File: config.mk
export PLATFORM = sky130hd
export DESIGN_NAME = point_in_convex_polygon_top
export DESIGN_NICKNAME = d
export VERILOG_FILES = /design/src/hdl/picp_pkg.sv /design/src/hdl/point_in_convex_polygon_top.sv
export SDC_FILE = /design/constraint.sdc
export NUM_CORES = 2
export LEC_CHECK = 0
export BUFFER_PORTS_ARGS = -buffer_cell sky130_fd_sc_hd__buf_2
export CORE_MARGIN = 4
export CORE_UTILIZATION = 30
export DETAILED_ROUTE_END_ITERATION = 12
export SLEW_MARGIN = 20
export SYNTH_ARGS = -nofsm -noshare
export SYNTH_HDL_FRONTEND = slang
export SYNTH_SLANG_ARGS = --single-unit
File: constraint.sdc
create_clock -name clk -period 18.4 [get_ports clk]
set_clock_uncertainty 0.15 [all_clocks]
set_input_delay 0.92 -clock clk [delete_from_list [all_inputs] [get_ports clk]]
set_output_delay 0.92 -clock clk [all_outputs]
set_load 0.005 [all_outputs]
File: src/hdl/picp_pkg.sv
// shared types for the point in convex polygon test
`timescale 1ns / 1ps

package picp_pkg;

    typedef enum logic [2:0] {
        ST_IDLE  = 3'b001,
        ST_ISSUE = 3'b010,
        ST_DRAIN = 3'b100
    } state_t;

    typedef struct packed {
        logic first;
        logic last;
    } slot_t;

endpackage

File: src/hdl/point_in_convex_polygon_top.sv
// point in convex polygon test: vertex table and edge sign sequencer
// load: result strobe in the cycle after the accepting edge, next beat may follow at once
// query with n stored vertices: result once the edge pipeline drains, busy until then
// one edge per cycle through the shared difference, multiply and sign pipeline
// query on an empty table answers in the next cycle without going busy
// async reset empties the table and idles the sequencer; the receiver cannot stall
`timescale 1ns / 1ps

module point_in_convex_polygon_top
    import picp_pkg::*;
#(
    parameter int MAX_VERTICES = 32,
    parameter int COORD_BITS   = 16
)
(
    input  logic                         clk,
    input  logic                         rst_n,
    input  logic                         start,
    output logic                         busy,
    input  logic                         mode,
    input  logic                         restart,
    input  logic signed [COORD_BITS-1:0] x,
    input  logic signed [COORD_BITS-1:0] y,
    output logic                         done,
    output logic                         was_query,
    output logic                         inside_res,
    output logic                         overflow
);

    localparam int CW    = COORD_BITS;
    localparam int DW    = CW + 1;
    localparam int PW    = 2 * DW;
    localparam int SW    = PW + 1;
    localparam int IDX_W = $clog2(MAX_VERTICES);
    localparam int CNT_W = $clog2(MAX_VERTICES + 1);
    localparam logic [CNT_W-1:0] MAX_CNT = CNT_W'(MAX_VERTICES);

    logic signed [CW-1:0] mem_x [MAX_VERTICES];
    logic signed [CW-1:0] mem_y [MAX_VERTICES];

    state_t state_reg, state_next;
    logic [CNT_W-1:0] cnt_reg;
    logic [CNT_W-1:0] rd_idx_reg;
    logic signed [CW-1:0] px_reg, py_reg;

    logic accept, ld_accept, q_accept;
    logic [CNT_W-1:0] ld_base;
    logic ld_fits;

    logic  issue, wrap;
    slot_t issue_tag;

    logic  s1_valid_reg;
    slot_t s1_tag_reg;
    logic signed [CW-1:0] rd_x_reg, rd_y_reg;
    logic signed [CW-1:0] v0_x_reg, v0_y_reg, prev_x_reg, prev_y_reg;
    logic signed [CW-1:0] cur_x, cur_y;

    logic s2_valid_reg, s2_last_reg;
    logic signed [DW-1:0] a_reg, b_reg, dx_reg, dy_reg;

    logic s3_valid_reg, s3_last_reg;
    logic signed [PW-1:0] p1_reg, p2_reg;
    logic signed [SW-1:0] d_sum;
    logic d_pos, d_neg;
    logic seen_pos_reg, seen_neg_reg;

    logic done_reg, was_query_reg, inside_reg, overflow_reg;

    assign accept    = start && !busy;
    assign ld_accept = accept && !mode;
    assign q_accept  = accept && mode;
    assign ld_base   = restart ? '0 : cnt_reg;
    assign ld_fits   = ld_base < MAX_CNT;

    assign busy = (state_reg != ST_IDLE);

    // slot n closes the polygon from the last vertex back to vertex 0
    assign issue           = (state_reg == ST_ISSUE);
    assign wrap            = (rd_idx_reg == cnt_reg);
    assign issue_tag.first = (rd_idx_reg == '0);
    assign issue_tag.last  = wrap;

    always_comb
    begin
        state_next = state_reg;
        unique case (state_reg)
            ST_IDLE:
            begin
                if (q_accept && (cnt_reg != '0))
                begin
                    state_next = ST_ISSUE;
                end
            end
            ST_ISSUE:
            begin
                if (wrap)
                begin
                    state_next = ST_DRAIN;
                end
            end
            ST_DRAIN:
            begin
                if (s3_valid_reg && s3_last_reg)
                begin
                    state_next = ST_IDLE;
                end
            end
            default:
            begin
                state_next = ST_IDLE;
            end
        endcase
    end

    // vertex table
    always_ff @(posedge clk)
    begin
        if (ld_accept && ld_fits)
        begin
            mem_x[ld_base[IDX_W-1:0]] <= x;
            mem_y[ld_base[IDX_W-1:0]] <= y;
        end
        if (issue && !wrap)
        begin
            rd_x_reg <= mem_x[rd_idx_reg[IDX_W-1:0]];
            rd_y_reg <= mem_y[rd_idx_reg[IDX_W-1:0]];
        end
    end

    assign cur_x = s1_tag_reg.last ? v0_x_reg : rd_x_reg;
    assign cur_y = s1_tag_reg.last ? v0_y_reg : rd_y_reg;

    assign d_sum = SW'(p1_reg) + SW'(p2_reg);
    assign d_neg = d_sum[SW-1];
    assign d_pos = !d_sum[SW-1] && (d_sum != '0);

    // datapath payload
    always_ff @(posedge clk)
    begin
        if (q_accept)
        begin
            px_reg <= x;
            py_reg <= y;
        end
        if (issue)
        begin
            s1_tag_reg <= issue_tag;
        end
        if (s1_valid_reg)
        begin
            if (s1_tag_reg.first)
            begin
                v0_x_reg <= cur_x;
                v0_y_reg <= cur_y;
            end
            prev_x_reg  <= cur_x;
            prev_y_reg  <= cur_y;
            s2_last_reg <= s1_tag_reg.last;
            a_reg       <= $signed({prev_x_reg[CW-1], prev_x_reg}) - $signed({cur_x[CW-1], cur_x});
            b_reg       <= $signed({cur_y[CW-1], cur_y}) - $signed({prev_y_reg[CW-1], prev_y_reg});
            dx_reg      <= $signed({px_reg[CW-1], px_reg}) - $signed({prev_x_reg[CW-1], prev_x_reg});
            dy_reg      <= $signed({py_reg[CW-1], py_reg}) - $signed({prev_y_reg[CW-1], prev_y_reg});
        end
        if (s2_valid_reg)
        begin
            s3_last_reg <= s2_last_reg;
            p1_reg      <= PW'(a_reg) * PW'(dy_reg);
            p2_reg      <= PW'(b_reg) * PW'(dx_reg);
        end
    end

    // control
    always_ff @(posedge clk or negedge rst_n)
    begin
        if (!rst_n)
        begin
            state_reg     <= ST_IDLE;
            cnt_reg       <= '0;
            rd_idx_reg    <= '0;
            s1_valid_reg  <= 1'b0;
            s2_valid_reg  <= 1'b0;
            s3_valid_reg  <= 1'b0;
            seen_pos_reg  <= 1'b0;
            seen_neg_reg  <= 1'b0;
            done_reg      <= 1'b0;
            was_query_reg <= 1'b0;
            inside_reg    <= 1'b0;
            overflow_reg  <= 1'b0;
        end
        else
        begin
            state_reg    <= state_next;
            s1_valid_reg <= issue;
            s2_valid_reg <= s1_valid_reg && !s1_tag_reg.first;
            s3_valid_reg <= s2_valid_reg;
            done_reg     <= 1'b0;

            if (issue)
            begin
                rd_idx_reg <= rd_idx_reg + 1'b1;
            end

            if (ld_accept)
            begin
                cnt_reg       <= ld_fits ? ld_base + 1'b1 : ld_base;
                done_reg      <= 1'b1;
                was_query_reg <= 1'b0;
                inside_reg    <= 1'b0;
                overflow_reg  <= !ld_fits;
            end

            if (q_accept)
            begin
                rd_idx_reg   <= '0;
                seen_pos_reg <= 1'b0;
                seen_neg_reg <= 1'b0;
                if (cnt_reg == '0)
                begin
                    done_reg      <= 1'b1;
                    was_query_reg <= 1'b1;
                    inside_reg    <= 1'b1;
                    overflow_reg  <= 1'b0;
                end
            end

            // inside unless both edge signs occur
            if (s3_valid_reg)
            begin
                seen_pos_reg <= seen_pos_reg || d_pos;
                seen_neg_reg <= seen_neg_reg || d_neg;
                if (s3_last_reg)
                begin
                    done_reg      <= 1'b1;
                    was_query_reg <= 1'b1;
                    inside_reg    <= !((seen_pos_reg || d_pos) && (seen_neg_reg || d_neg));
                    overflow_reg  <= 1'b0;
                end
            end
        end
    end

    assign done       = done_reg;
    assign was_query  = was_query_reg;
    assign inside_res = inside_reg;
    assign overflow   = overflow_reg;

    a_done_cause: assert property (@(posedge clk) disable iff (!rst_n)
        done |-> ($past(start && !busy) || $past(busy)))
        else $error("result beat without a pending item");

    a_ovf_load: assert property (@(posedge clk) disable iff (!rst_n)
        (done && overflow) |-> !was_query)
        else $error("overflow flagged on a query result");

    a_cnt_range: assert property (@(posedge clk) disable iff (!rst_n)
        cnt_reg <= MAX_CNT)
        else $error("vertex count beyond table size");

    a_pipe_busy: assert property (@(posedge clk) disable iff (!rst_n)
        (s1_valid_reg || s2_valid_reg || s3_valid_reg) |-> busy)
        else $error("edge pipeline active while idle");

endmodule

==> impl_metrics.prom <==
# TYPE chip_impl_metric gauge
chip_impl_metric{name="top_level_ports",unit=""} 42
chip_impl_metric{name="period_minus_slack",unit="ps"} 7362
chip_impl_metric{name="drt_drc_violations_left",unit=""} 0
chip_impl_metric{name="row_count",unit=""} 183
chip_impl_metric{name="hold_viol",unit=""} 0
chip_impl_info{name="crit_path_cell_trace",value="nand2_1, fa_1, fa_1, fa_1, fa_1, inv_1, fa_1, inv_1, fa_1, inv_1, ha_1, and3_1, a31oi_1, o21ai_0, a21oi_1, o21ai_0, a21oi_1, o21ai_0, a31oi_1, a21oi_1, a221oi_1, xnor2_1"} 1
chip_impl_metric{name="postRouteAntennaNets",unit=""} 0
chip_impl_info{name="crit_start",value="dy_reg[2]$_DFFE_PP_"} 1
chip_impl_metric{name="achievable-frequency",unit="GHz"} 0.1358
chip_impl_metric{name="post_drt_via_cell_ratio",unit=""} 4.755
chip_impl_info{name="synth.top_cells.by_area",value="sky130_fd_sc_hd__edfxtp_1 52%, sky130_fd_sc_hd__fa_1 16%, sky130_fd_sc_hd__mux4_2 9.6%"} 1
chip_impl_info{name="primary_ff_master_synth",value="sky130_fd_sc_hd__edfxtp_1"} 1
chip_impl_metric{name="final_layout_size_suffix_gt1_frac",unit=""} 0.1359
chip_impl_info{name="timing.rr.end",value="p1_reg[33]$_DFFE_PP_"} 1
chip_impl_info{name="start_kind",value="flop"} 1
chip_impl_metric{name="total_power",unit="mW"} 14.60
chip_impl_metric{name="detailroute.via_count",unit=""} 40620
chip_impl_metric{name="cts_setup_buffers",unit=""} 0
chip_impl_info{name="synth_common_cells",value="1,292 x sky130_fd_sc_hd__edfxtp_1, 728 x sky130_fd_sc_hd__inv_1, 597 x sky130_fd_sc_hd__fa_1, 359 x sky130_fd_sc_hd__nand2_1, 320 x sky130_fd_sc_hd__mux4_2"} 1
chip_impl_metric{name="drv_slew",unit=""} 0
chip_impl_metric{name="clk_pin_slew_worst_paths",unit="ps"} 60
chip_impl_metric{name="clock_latency",unit="ps"} 770
chip_impl_metric{name="yosys_warnings",unit=""} 0
chip_impl_metric{name="grt_first_pass_wirelength",unit="mm"} 271.6
chip_impl_metric{name="fillers",unit=""} 23820
chip_impl_info{name="cts_root_buf",value="sky130_fd_sc_hd__clkbuf_16"} 1
chip_impl_metric{name="setup-tns-final",unit="ps"} 0
chip_impl_metric{name="horizontal_extent_of_the_die",unit="um"} 507.6
chip_impl_metric{name="dp_worst_setup_slack",unit="ps"} 11070
chip_impl_metric{name="synth_edf_count",unit=""} 1292
chip_impl_metric{name="max_slew_margin",unit=""} 0.3313
chip_impl_info{name="cp-endpoint",value="p1_reg[33]$_DFFE_PP_"} 1
chip_impl_metric{name="place.port_buffers",unit=""} 41
chip_impl_info{name="timing.critical_path.slowest_stage_cell",value="sky130_fd_sc_hd__edfxtp_1"} 1
chip_impl_metric{name="fraction_of_the_yosys_area_taken_by_sequential_cells",unit=""} 0.5261
chip_impl_metric{name="netlist_area",unit="mm2"} 0.07489
chip_impl_metric{name="worst-r2r-setup-slack",unit="ps"} 11040
chip_impl_metric{name="ctsHtreeMaxLevel",unit=""} 4
chip_impl_metric{name="cts_num_sinks",unit=""} 1316
chip_impl_metric{name="detailedRoute.firstPassIterationCount",unit=""} 5
chip_impl_info{name="clock_tree_from_tritoncts",value="built"} 1
chip_impl_info{name="min-delay-start",value="s1_tag_reg[1]$_DFFE_PP_"} 1
chip_impl_metric{name="drt_first_iter_violations",unit=""} 3275
chip_impl_metric{name="placeableCoreArea",unit="mm2"} 0.2484
chip_impl_metric{name="leakage_power_summed_over_all_cells",unit="nW"} 30.61
chip_impl_metric{name="setup-violations-final",unit=""} 0
chip_impl_metric{name="fin_crit_sh",unit=""} 0.4001
chip_impl_metric{name="number_of_global_route_vias_before_repair",unit=""} 42860
chip_impl_metric{name="grt_antenna_before_repair",unit=""} 20
chip_impl_metric{name="grt_overflow",unit=""} 0
chip_impl_info{name="worstSetupEndpointType",value="flop"} 1
chip_impl_info{name="synth_area_leader_cell",value="sky130_fd_sc_hd__edfxtp_1"} 1
chip_impl_metric{name="synthesis.nets",unit=""} 5958
chip_impl_metric{name="max_cap_violations",unit=""} 0
chip_impl_metric{name="hold_fix_buffer_count_after_cts",unit=""} 1
chip_impl_metric{name="irDropWorstVdd",unit="uV"} 410.6
chip_impl_metric{name="syn_to_final_growth",unit="%"} 11.88
chip_impl_metric{name="syn_area_per_cell",unit="um2"} 14.83
chip_impl_metric{name="grt_max_degree",unit=""} 98
chip_impl_metric{name="critical_path.n_buffers_inverters",unit=""} 3
chip_impl_info{name="run_status",value="finished clean"} 1
chip_impl_info{name="timing.setup.critical_path_class",value="flop to flop"} 1
chip_impl_metric{name="final_util",unit=""} 0.3373
chip_impl_metric{name="start_util",unit=""} 0.3014
chip_impl_metric{name="total_die_area",unit="mm2"} 0.2577
chip_impl_info{name="crit_top_cell",value="sky130_fd_sc_hd__fa_1"} 1
chip_impl_metric{name="cts_resized",unit=""} 0
chip_impl_metric{name="place_congestion",unit=""} 0.8553
chip_impl_metric{name="critical-path-max-stage-delay",unit="ps"} 780
chip_impl_metric{name="routedWlPerCell",unit="um"} 20.80
chip_impl_metric{name="power.density_cell_area",unit="mW/mm2"} 174.3
chip_impl_metric{name="fp.dieH",unit="um"} 507.6
chip_impl_metric{name="synth_cell_type_count",unit=""} 73
chip_impl_info{name="grt_setup_unrepaired",value="false"} 1
chip_impl_info{name="hold_path_class",value="flop to flop"} 1
chip_impl_metric{name="worstPathRequired",unit="ps"} 18750
chip_impl_metric{name="crit_cells",unit=""} 22
chip_impl_metric{name="ys_async_sr_fraction",unit=""} 0.01824
chip_impl_metric{name="grtUsageTotal",unit=""} 0.1381
chip_impl_metric{name="ys_seq_elements",unit=""} 1316
chip_impl_metric{name="ff2ff_path_depth",unit=""} 22
chip_impl_metric{name="sum_of_routed_wire_length_over_all_layers",unit="mm"} 177.6
chip_impl_metric{name="critPathMaxFanout",unit=""} 17
chip_impl_metric{name="critPathArrivalTime",unit="ps"} 7710
chip_impl_metric{name="synthesis.instances",unit=""} 5050
chip_impl_metric{name="numCtsBuffers",unit=""} 136
chip_impl_metric{name="worst_pin_slew",unit="ps"} 1003
chip_impl_info{name="synth.most_common_cell",value="sky130_fd_sc_hd__edfxtp_1"} 1
chip_impl_info{name="critPathTopFamily",value="adder cells"} 1
chip_impl_metric{name="max-clock-path-buffers",unit=""} 3
chip_impl_metric{name="nNetsFinal",unit=""} 6009
chip_impl_metric{name="sum_of_net_half_perimeters_after_detailed_placement",unit="mm"} 116.7
chip_impl_metric{name="synth_top_area_share",unit=""} 0.5181
chip_impl_metric{name="fin_ws",unit="ps"} 11040
chip_impl_info{name="crit-reg2reg-launch",value="dy_reg[2]$_DFFE_PP_"} 1
[report_power, final]
group	total, mW	leakage (nW)	internal (mW)	switching [mW]
Combinational	7.92	16.5	3.46	4.46
Sequential	3.92	11.9	3.79	0.124
Clock	2.77	2.16	1.56	1.20
Total	14.6	30.6	8.82	5.78
[placed cells by master, fill, tap and decap left out, types with 9 or more instances in the layout]
cell and instances:
sky130_fd_sc_hd__edfxtp_1 1292, sky130_fd_sc_hd__inv_1 728, sky130_fd_sc_hd__fa_1 597, sky130_fd_sc_hd__nand2_1 359, sky130_fd_sc_hd__mux4_2 320, sky130_fd_sc_hd__and2_1 289
sky130_fd_sc_hd__ha_1 274, sky130_fd_sc_hd__nor2_1 158, sky130_fd_sc_hd__clkbuf_16 136, sky130_fd_sc_hd__xnor2_1 111, sky130_fd_sc_hd__a21oi_1 100, sky130_fd_sc_hd__o21ai_0 86
sky130_fd_sc_hd__buf_4 52, sky130_fd_sc_hd__mux2_2 48, sky130_fd_sc_hd__buf_2 41, sky130_fd_sc_hd__nand3_1 40, sky130_fd_sc_hd__nor3_1 40, sky130_fd_sc_hd__a21o_1 37
sky130_fd_sc_hd__nor2b_1 35, sky130_fd_sc_hd__clkinv_1 35, sky130_fd_sc_hd__nor2_4 33, sky130_fd_sc_hd__xor2_1 25, sky130_fd_sc_hd__nand2b_1 24, sky130_fd_sc_hd__clkbuf_1 22
sky130_fd_sc_hd__a21boi_0 20, sky130_fd_sc_hd__mux2i_1 19, sky130_fd_sc_hd__o21bai_1 19, sky130_fd_sc_hd__dfrtp_1 16, sky130_fd_sc_hd__o21a_1 15, sky130_fd_sc_hd__a31oi_1 15
sky130_fd_sc_hd__nand4_1 15, sky130_fd_sc_hd__and3_1 14, sky130_fd_sc_hd__clkinv_2 12, sky130_fd_sc_hd__bufinv_16 12, sky130_fd_sc_hd__or3_1 9, sky130_fd_sc_hd__nor4_1 9
[kinds of logic (layout without fill, tap and decap cells)]
kind of cell               Yosys count  after routing  synth area share
AOI/OAI and AO/OA                  380            380           0.03261
and+or+nand+nor                   1047           1047           0.06808
DFF                               1316           1316            0.5261
buffers and inverters              913           1072           0.04591
other                                0              3                 0
xor gates and xnor gates           136            136           0.01591
muxes                              387            387            0.1060
adders and majority gates          871            871            0.2054
[worst register-to-register path: stages (launching register included)]
cell and delay, ps:
sky130_fd_sc_hd__edfxtp_1 780, sky130_fd_sc_hd__nand2_1 210, sky130_fd_sc_hd__fa_1 550, sky130_fd_sc_hd__fa_1 580
sky130_fd_sc_hd__fa_1 450, sky130_fd_sc_hd__fa_1 540, sky130_fd_sc_hd__inv_1 50, sky130_fd_sc_hd__fa_1 480
sky130_fd_sc_hd__inv_1 50, sky130_fd_sc_hd__fa_1 470, sky130_fd_sc_hd__inv_1 40, sky130_fd_sc_hd__ha_1 340
sky130_fd_sc_hd__and3_1 250, sky130_fd_sc_hd__a31oi_1 160, sky130_fd_sc_hd__o21ai_0 120, sky130_fd_sc_hd__a21oi_1 240
sky130_fd_sc_hd__o21ai_0 220, sky130_fd_sc_hd__a21oi_1 330, sky130_fd_sc_hd__o21ai_0 220, sky130_fd_sc_hd__a31oi_1 310
sky130_fd_sc_hd__a21oi_1 150, sky130_fd_sc_hd__a221oi_1 320, sky130_fd_sc_hd__xnor2_1 110
[through the flow]
stage,instances,area (um2),hold WS (ps)
3_3_place_gp,8292,79240,249.0
6_report,8542,83790,230.8
3_5_place_dp,8292,79240,249.5
4_1_cts,8539,83770,227.1
2_1_floorplan,5050,74890,246.2
5_1_grt,8539,83780,249.7
[worst min path at each step]
stage / to / depth (start not counted)
global route: s2_valid_reg$_DFF_PN0_ / 1
finish: s2_valid_reg$_DFF_PN0_ / 1
detailed placement: s3_valid_reg$_DFF_PN0_ / 0
CTS: s2_valid_reg$_DFF_PN0_ / 1
global placement: s3_valid_reg$_DFF_PN0_ / 0
floorplan: s2_valid_reg$_DFF_PN0_ / 1
[per-layer routing]
| metal | routed length, um | GRT usage | up-vias |
|---|---|---|---|
| li1 | - | - | 17830 |
| met1 | 76480 | 0.1874 | 21490 |
| met2 | 88670 | 0.2347 | 1076 |
| met3 | 9251 | 0.02136 | 217 |
| met4 | 3207 | 0.02956 | 6 |
| met5 | 45 | 0 | - |
[layout make-up]
cell class                 instances  area (um2)  share of cell area
inverter                         731        2744             0.03275
timing repair buffer              95       625.6            0.007467
antenna                            3       7.507          0.00008960
clock inverter                    86        1005             0.01199
sequential                      1316       39420              0.4705
multi-input combinational       2821       32300              0.3856
clock buffer                     160        3513             0.04193
tap                             3330        4167             0.04973
Note: power is estimated with default switching activity, not from simulation.
